<file path="src/rtl/bhpq_pkg.sv">
// Shared types, codes and the key ordering function of the binary heap priority queue.
// Standalone package; used by bhpq_sift_cmp and binary_heap_priority_queue.
package bhpq_pkg;

  // Default number of keys the store holds.
  localparam int DEF_CAPACITY = 1024;

  // Field widths fixed by the item formats.
  localparam int KEY_W   = 64;
  localparam int COUNT_W = 11;

  // Operation codes carried by func.
  localparam logic FUNC_INSERT = 1'b0;
  localparam logic FUNC_REMOVE = 1'b1;

  // Status codes of a result.
  localparam logic [1:0] STATUS_DONE  = 2'd0;
  localparam logic [1:0] STATUS_FULL  = 2'd1;
  localparam logic [1:0] STATUS_EMPTY = 2'd2;

  // One input item.
  typedef struct packed {
    logic                    func;
    logic signed [KEY_W-1:0] key_in;
  } bhpq_in_t;

  // One result item.
  typedef struct packed {
    logic signed [KEY_W-1:0] top_key;
    logic [COUNT_W-1:0]      entry_count;
    logic                    is_empty;
    logic [1:0]              status;
  } bhpq_out_t;

  // Sequencer states.
  typedef enum logic [2:0] {
    ST_IDLE,
    ST_UP,
    ST_PLACE,
    ST_LAST,
    ST_DOWN,
    ST_REPORT
  } bhpq_state_t;

  // Ordering decisions for one tree level.
  typedef struct packed {
    logic key_over_a;
    logic pick_a;
    logic pick_b;
  } bhpq_pick_t;

  // True when key x must sit above key y under the selected order.
  function automatic logic ranks_above(input logic signed [KEY_W-1:0] x,
                                       input logic signed [KEY_W-1:0] y,
                                       input logic                    min_mode);
    ranks_above = min_mode ? (x < y) : (x > y);
  endfunction

endpackage

</file>
<file path="src/rtl/bhpq_sift_cmp.sv">
// Key comparator for one heap level: decides sift-up moves and the sift-down child pick.
// Depends on bhpq_pkg for the key width, the decision struct and the ordering function.
module bhpq_sift_cmp (
  input  logic                                     min_mode,
  input  logic signed [bhpq_pkg::KEY_W-1:0]        key,
  input  logic signed [bhpq_pkg::KEY_W-1:0]        val_a,
  input  logic signed [bhpq_pkg::KEY_W-1:0]        val_b,
  input  logic                                     a_valid,
  input  logic                                     b_valid,
  output bhpq_pkg::bhpq_pick_t                     pick
);
  import bhpq_pkg::*;

  logic a_over_key;
  logic b_over_key;
  logic b_over_a;

  // All four compares run in parallel; the picks only select among them.
  assign a_over_key = ranks_above(val_a, key, min_mode);
  assign b_over_key = ranks_above(val_b, key, min_mode);
  assign b_over_a   = ranks_above(val_b, val_a, min_mode);

  // The moving key beats its parent: used while sifting up.
  // The right child wins against whichever of the key and the left child is ahead.
  always_comb begin
    pick.key_over_a = ranks_above(key, val_a, min_mode);
    pick.pick_b     = b_valid && ((a_valid && a_over_key) ? b_over_a : b_over_key);
    pick.pick_a     = a_valid && a_over_key && !pick.pick_b;
  end

endmodule

</file>
<file path="config.mk">
export PLATFORM = sky130hd
export DESIGN_NAME = bhpq_sift_cmp
export DESIGN_NICKNAME = d
export VERILOG_FILES = /design/src/rtl/bhpq_pkg.sv /design/src/rtl/bhpq_sift_cmp.sv
export SDC_FILE = /design/constraint.sdc
export NUM_CORES = 1
export LEC_CHECK = 0
export ABC_AREA = 1
export BUFFER_PORTS_ARGS = -buffer_cell sky130_fd_sc_hd__buf_4
export CAP_MARGIN = 10
export CORE_UTILIZATION = 31
export DETAILED_ROUTE_END_ITERATION = 7
export SYNTH_ARGS = -nofsm -noshare
export SYNTH_HDL_FRONTEND = slang
export SYNTH_SLANG_ARGS = --single-unit
export TNS_END_PERCENT = 1
</file>
<file path="constraint.sdc">
create_clock -name vclk -period 1.4
set_input_delay 0 -clock vclk [all_inputs]
set_output_delay 0 -clock vclk [all_outputs]
set_load 0.01 [all_outputs]
</file>
# Yosys cells after proc, flatten, opt, wreduce, memory -nomap -nowiden
# Index checks and enable logic that the tools add are counted.
[word_totals]
inputBits = 195
out_inout_bits = 3
word_cells = 17
reg_bits = 0
[op_classes]
reduce_logical = 4
n_mux = 5
order_cmp = 8
[ops]
columns = ["operator", "count"]
rows = [
  ["greater-than comparator 64 bit", 4],
  ["< comparator 64 bit", 4],
  ["two-way mux 1 bit", 5],
  ["logical AND 1 bit", 3],
  ["zero test 1 bit", 1],
]

# Depth between registers and ports, before layout
# Gate-level depths: netlist of the first run.
[logic_depth]
word_depth = 7
depth_mapped = 21

# Least setup slack after synthesis of the first run
# No wires, ideal clock.
[synth_path]
kind = "input to output"
startpoint = "input port val_a[63] (netlist name)"
endpoint = "output port pick[0] (netlist name)"
setup_slack_ns = -0.116
arrival_time_ns = 1.516
t_required_ns = 1.400
stages = 16
path_cell_list = "inv_1 ha_1 nand2_1 nor2_2 nand2_2 nor3_4 nand2_2 nor2_4 nand2_2 nand3_2 nand2_1 nand3_2 nand2_1 nand4_1 nand2_1 nor2_1"
[synth_rtl]
columns = ["element", "line_no", "text"]
rows = [
  ["from (decl)", "bhpq_sift_cmp.sv:6", "input logic signed [bhpq_pkg::KEY_W-1:0] val_a,"],
  ["to (decl)", "bhpq_sift_cmp.sv:10", "output bhpq_pkg::bhpq_pick_t pick"],
]

==> metrics.txt, run 1 <==
GRT overflow=0; Residual DRC=0; hold path start=b_valid; library cells used by synthesis=26; first-pass GRT wire length=about 24,000 microns; worst hold slack=between 0.3 and 0.4 ns; syn_area_per_cell=6.347 sq um; sequential share of power=0%; result of the run=complete, but fails checks; seq_cells=0; Routed Antenna Nets=0; f_max=between 500 and 600 MHz; Clk pwr share=0%; Final Slew Violations=0; Seq/Total Area, Yosys=0%; CP max FO=3; Routed WL per cell=approximately 13 microns; hold-critical path endpoint=pick[1]; Core Footprint=15,890 sq um; Slew HR=just over 80%; Critical Path AT=roughly 1.9 ns; TNS Setup=-1.397 ns; Tightest Pin Transition=between 0.2 and 0.3 ns; area grow syn2layout=71.92%; CTS Hold Bufs=0; detailed-router iteration count before antenna repair=5; IO Pins=slightly below 200; placed wire-length estimate=roughly 14,000 microns; post-layout min period=1.907 ns; Crit Path Category=input pin to output port; Starting Density=roughly a third; power per cell area=roughly 300 nW/um^2; Via-to-Cell Ratio=between 4 and 5; Initial DRC Count=between 100 and 150; Reg area=0 sq um; Peak VDD IR=about 0.15 mV; Startpoint Class=input pin; fin crit share=136.2%; Die Height=129.5 microns; DIE WIDTH=129.5 microns; Max Cap Viol=0; Post-Syn Area=just over 5000 sq um; vias=5,854; RePlAce Congestion=approximately 0.83; final setup fails=3; Post-Route Utilization=a little over half; fillers=~1,600; worst hold path type=input pin to output port; Final Hold Vio Count=0; PortBufs=198; Antenna Cells=0; worst endpoint required time=roughly 1.4 ns; Rows=46; dpl cells=between 1,000 and 1,500; GRT Total Usage=around 17%; Synth area leader=ha_1; Int Power=~1.3 mW; Worst setup EP type=output port; failing checks=negative setup slack; worst setup margin=-0.5066 ns; LEAKAGE=4.640 nW; Final Power=~2.6 mW; pin count of the biggest net entering global routing=5; Post-synth top cells=192 x ha_1, 187 x nand2_1, 173 x inv_1, 92 x a21oi_1, 48 x nor2_1; initial antenna violation count=0; die area=16,770 sq um; layout cells sized above 1=a little under half; vias in the first global route=~5,500; Hold Crit Depth=3; Clock buffer cells=0; RSZ-0062 raised after global routing=true; Post-Syn Instances=slightly below 800; Nets=between 1,000 and 1,500; synth warn=0; Switching Share=about 50%; Post-Route WL=16,510 microns; Sw Pwr=around 1.3 mW; syn nets=~1,200; Comb pwr share=100.0%; synth top area cells=ha_1 48%, nand2_1 14%, inv_1 13%; most frequent cell after synthesis=ha_1; Non-Filler Instances=roughly 1,300; top-area cell type share of the netlist area=a little under half
-- repair_timing --
| action | 4_1_cts | 5_1_grt |
|---|---|---|
| pin swaps | 5 | 124 |
| gates resized for setup | 9 | 266 |
| setup endpoints to repair | 3 | 3 |
| buffers inserted | 1 | 8 |
| hold endpoints to repair | 0 | 0 |
| gates cloned | 0 | 0 |
-- worst max-delay path by stage --
| stage | startpoint | endpoint | slack, ns | cells after the start |
|---|---|---|---|---|
| 5_1_grt | key[27] | pick[0] | -0.63 | 18 |
| 6_report | key[27] | pick[0] | -0.51 | 18 |
| 3_3_place_gp | val_a[59] | pick[0] | -0.48 | 20 |
| 4_1_cts | val_a[59] | pick[0] | -0.48 | 20 |
| 3_5_place_dp | val_a[59] | pick[0] | -0.52 | 20 |
| 2_1_floorplan | val_a[63] | pick[0] | -0.08 | 16 |
-- cells by family (layout without fill, tap and decap cells) --
group / Yosys count / in the layout / synth area share (%)
simple gates: 294 / 294 / 25.35
fa+ha+maj: 192 / 192 / 47.67
buf+inv: 174 / 436 / 12.96
compound gates: 134 / 134 / 14.03
-- stage by stage --
stage | worst slack, ns | cell area [sq um]
2_1_floorplan | -0.07557 | 5077
3_3_place_gp | -0.4803 | 7247
3_5_place_dp | -0.5234 | 7247
4_1_cts | -0.4763 | 7279
5_1_grt | -0.6297 | 8665
6_report | -0.5066 | 8665
-- cell usage in the layout (no fill, tap or decap), types with 10 or more instances in the layout --
master and n:
buf_4 240, nand2_1 145, ha_1 124, inv_1 120
a21oi_1 78, ha_4 68, inv_2 39, nand2_2 34
nor2_1 31, buf_6 21, o21ai_0 20, nand4_1 18
inv_4 15, a21oi_2 13, nand2_4 13, nor2_4 11
nand3_2 10
-- layout make-up --
cell class         count  area [sq um]  area share [%]
repair buffers       262          2053           23.70
multi-input cells    620          5650           65.21
inverters            174         690.7           7.971
well taps            216         270.3           3.119
-- per-layer routing --
layer  GRT usage, %  vias up  part of all wire (%)
met5              0        -                     0
met4          1.847        0                   2.0
met3          1.693       26                   4.9
met2          32.70      151                    50
met1          21.23     2539                    43
li1               -     3138                     -
-- critical path, stage by stage --
cell     delay, ns
buf_4         0.13
ha_4          0.27
nand2_4       0.06
nor2_4        0.10
nand2_2       0.08
nor4_4        0.25
buf_4         0.15
nand2_2       0.05
nand2_2       0.08
nand2_4       0.08
nand2_4       0.10
nand2_4       0.06
nand3_4       0.09
nand3_4       0.08
nand2_1       0.06
inv_1         0.04
nor2_2        0.11
buf_6         0.12
-- power groups by stage --
stage	clock, mW	combinational, mW	sequential [mW]
after CTS	0	2.05	0
after detailed placement	0	2.03	0
after global routing	0	2.96	0
after global placement	0	2.00	0
after floorplan	0	1.09	0
final	0	2.64	0
(Power assumes the default switching activity.)
==> inputs of run 2 (changes only) <==
==> constraint.sdc (replaced) <==
create_clock -name vclk -period 2
set_input_delay 0 -clock vclk [all_inputs]
set_output_delay 0 -clock vclk [all_outputs]
set_load 0.01 [all_outputs]
==> metrics.txt, run 2 (synthesis gave the netlist of run 1 again) <==
Peak VDD IR=0.08503 mV (-42%); Hold Crit Depth=3 (unchanged); hold path start=b_valid; Nets=1,393 (-3.6%); die area=16,770 sq um (unchanged); dpl cells=1,213 (-4.0%); Routed WL per cell=12.31 microns (-5.2%); Slew HR=82.23% (-0.39 points); Place WS=-0.03328 ns (+0.4901 ns); Antenna Cells=0 (unchanged); vias=5,519 (-5.7%); Critical Path AT=1.87 ns (-0.04 ns); RePlAce Congestion=0.8159 (-2.0%); DIE WIDTH=129.5 microns (unchanged); fin crit share=between 90 and 100%; PortBufs=198 (unchanged); GRT Total Usage=16.60% (-0.55 points); worst hold path type=input pin to output port; pin count of the biggest net entering global routing=5 (unchanged); Crit Path Category=input pin to output port; Max Cap Viol=0 (unchanged); result of the run=complete, no violations; GRT overflow=0 (unchanged); Non-Filler Instances=1,220 (-4.1%); seq_cells=0 (unchanged); Routed Antenna Nets=0 (unchanged); most frequent cells in the layout=190 x buf_4, 164 x nand2_1, 164 x ha_1, 155 x inv_1, 84 x a21oi_1; TNS Setup=0 ns (+1.397 ns); Clock buffer cells=0 (unchanged); initial antenna violation count=0 (unchanged); worst endpoint required time=2.00 ns (+0.60 ns); Via-to-Cell Ratio=4.524 (-1.7%); Worst setup EP type=output port; placed wire-length estimate=13,490 microns (-2.6%); f_max=535.4 MHz; crit path launch=val_a[59]; Residual DRC=0 (unchanged); commonest non-fill, non-tap cell in the layout=buf_4; CP max FO=3 (unchanged); Initial DRC Count=103 (-6.4%); Final Hold Vio Count=0 (unchanged); hold-critical path endpoint=pick[1]; detailed-router iteration count before antenna repair=4 (-1); Core Footprint=15,890 sq um (unchanged); Die Height=129.5 microns (unchanged); Tightest Pin Transition=0.2637 ns (+0.003957 ns); RSZ-0062 raised after global routing=true; layout cells sized above 1=32.07% (-14 points); Reg area=0 sq um (unchanged); Post-Route WL=15,010 microns (-9.0%); CTS Hold Bufs=0 (unchanged); post-layout min period=about 1.9 ns; final setup fails=0 (-3); Final Slew Violations=0 (unchanged); LEAKAGE=4.411 nW (-4.9%); worst setup margin=0.1321 ns (+0.6388 ns); Startpoint Class=input pin; first-pass GRT wire length=22,900 microns (-3.2%); vias in the first global route=5,361 (-2.0%); Starting Density=31.73% (unchanged); area grow syn2layout=50.22%; Post-Route Utilization=47.66% (-6.9 points); power per cell area=201.0 nW/um^2 (-34%); Rows=46 (unchanged); Final Power=1.522 mW (-42%); IO Pins=198 (unchanged)
run 2: cell count changes in the layout (fill, tap and decap cells not counted), sizes merged:
cell	change
buf	-52
run 2: final cells by class:
type / count / area [sq um]
tap: 216 / 270.3
multi-input combinational: 620 / 4965
fill: 1685 / 8314
timing repair buffer: 210 / 1655
inverter: 174 / 680.7
run 2: report_power, final:
| group | leakage (nW) | internal [mW] | switching, mW |
|---|---|---|---|
| combinational | 4.41 | 0.762 | 0.760 |
| sequential | 0 | 0 | 0 |
| clock | 0 | 0 | 0 |
| total | 4.41 | 0.762 | 0.760 |
run 2: timing repair:
action                                  in CTS  in global routing
endpoints found under the setup margin       2                  3
setup buffers                                0                  7
gates resized for setup                      3                143
hold endpoints to repair                     0                  0
pin swaps                                    0                 56
run 2: worst max path at each step:
| stage | endpoint | cells after the start |
|---|---|---|
| floorplan | pick[0] | 16 |
| global placement | pick[0] | 20 |
| detailed placement | pick[0] | 18 |
| CTS | pick[0] | 20 |
| global route | pick[0] | 20 |
| finish | pick[0] | 18 |
run 2: stage by stage:
step	area [sq um]	hold slack [ns]
finish	7571	0.2966
global placement	6834	0.2964
CTS	6854	0.2987
detailed placement	6834	0.2997
floorplan	5040	0.09746
global route	7571	0.3204
run 2: critical path, cell delays in order:
cell and delay (ns):
buf_6 0.08, inv_4 0.04, ha_4 0.27, nand2_2 0.05
nor2_2 0.10, nand2_2 0.09, nor3_4 0.25, nand2_2 0.14
nor2_4 0.13, nand2_2 0.08, nand3_2 0.09, nand2_2 0.06
nand3_2 0.06, nand2_1 0.06, nand4_1 0.08, nand2_1 0.06
nor2_1 0.09, buf_4 0.14
run 2: layer usage:
metal,share of wire [%],GRT usage (%)
met5,0,0
met4,0.39,0.3420
met3,6.0,2.353
met2,50,32.61
met1,43,19.90
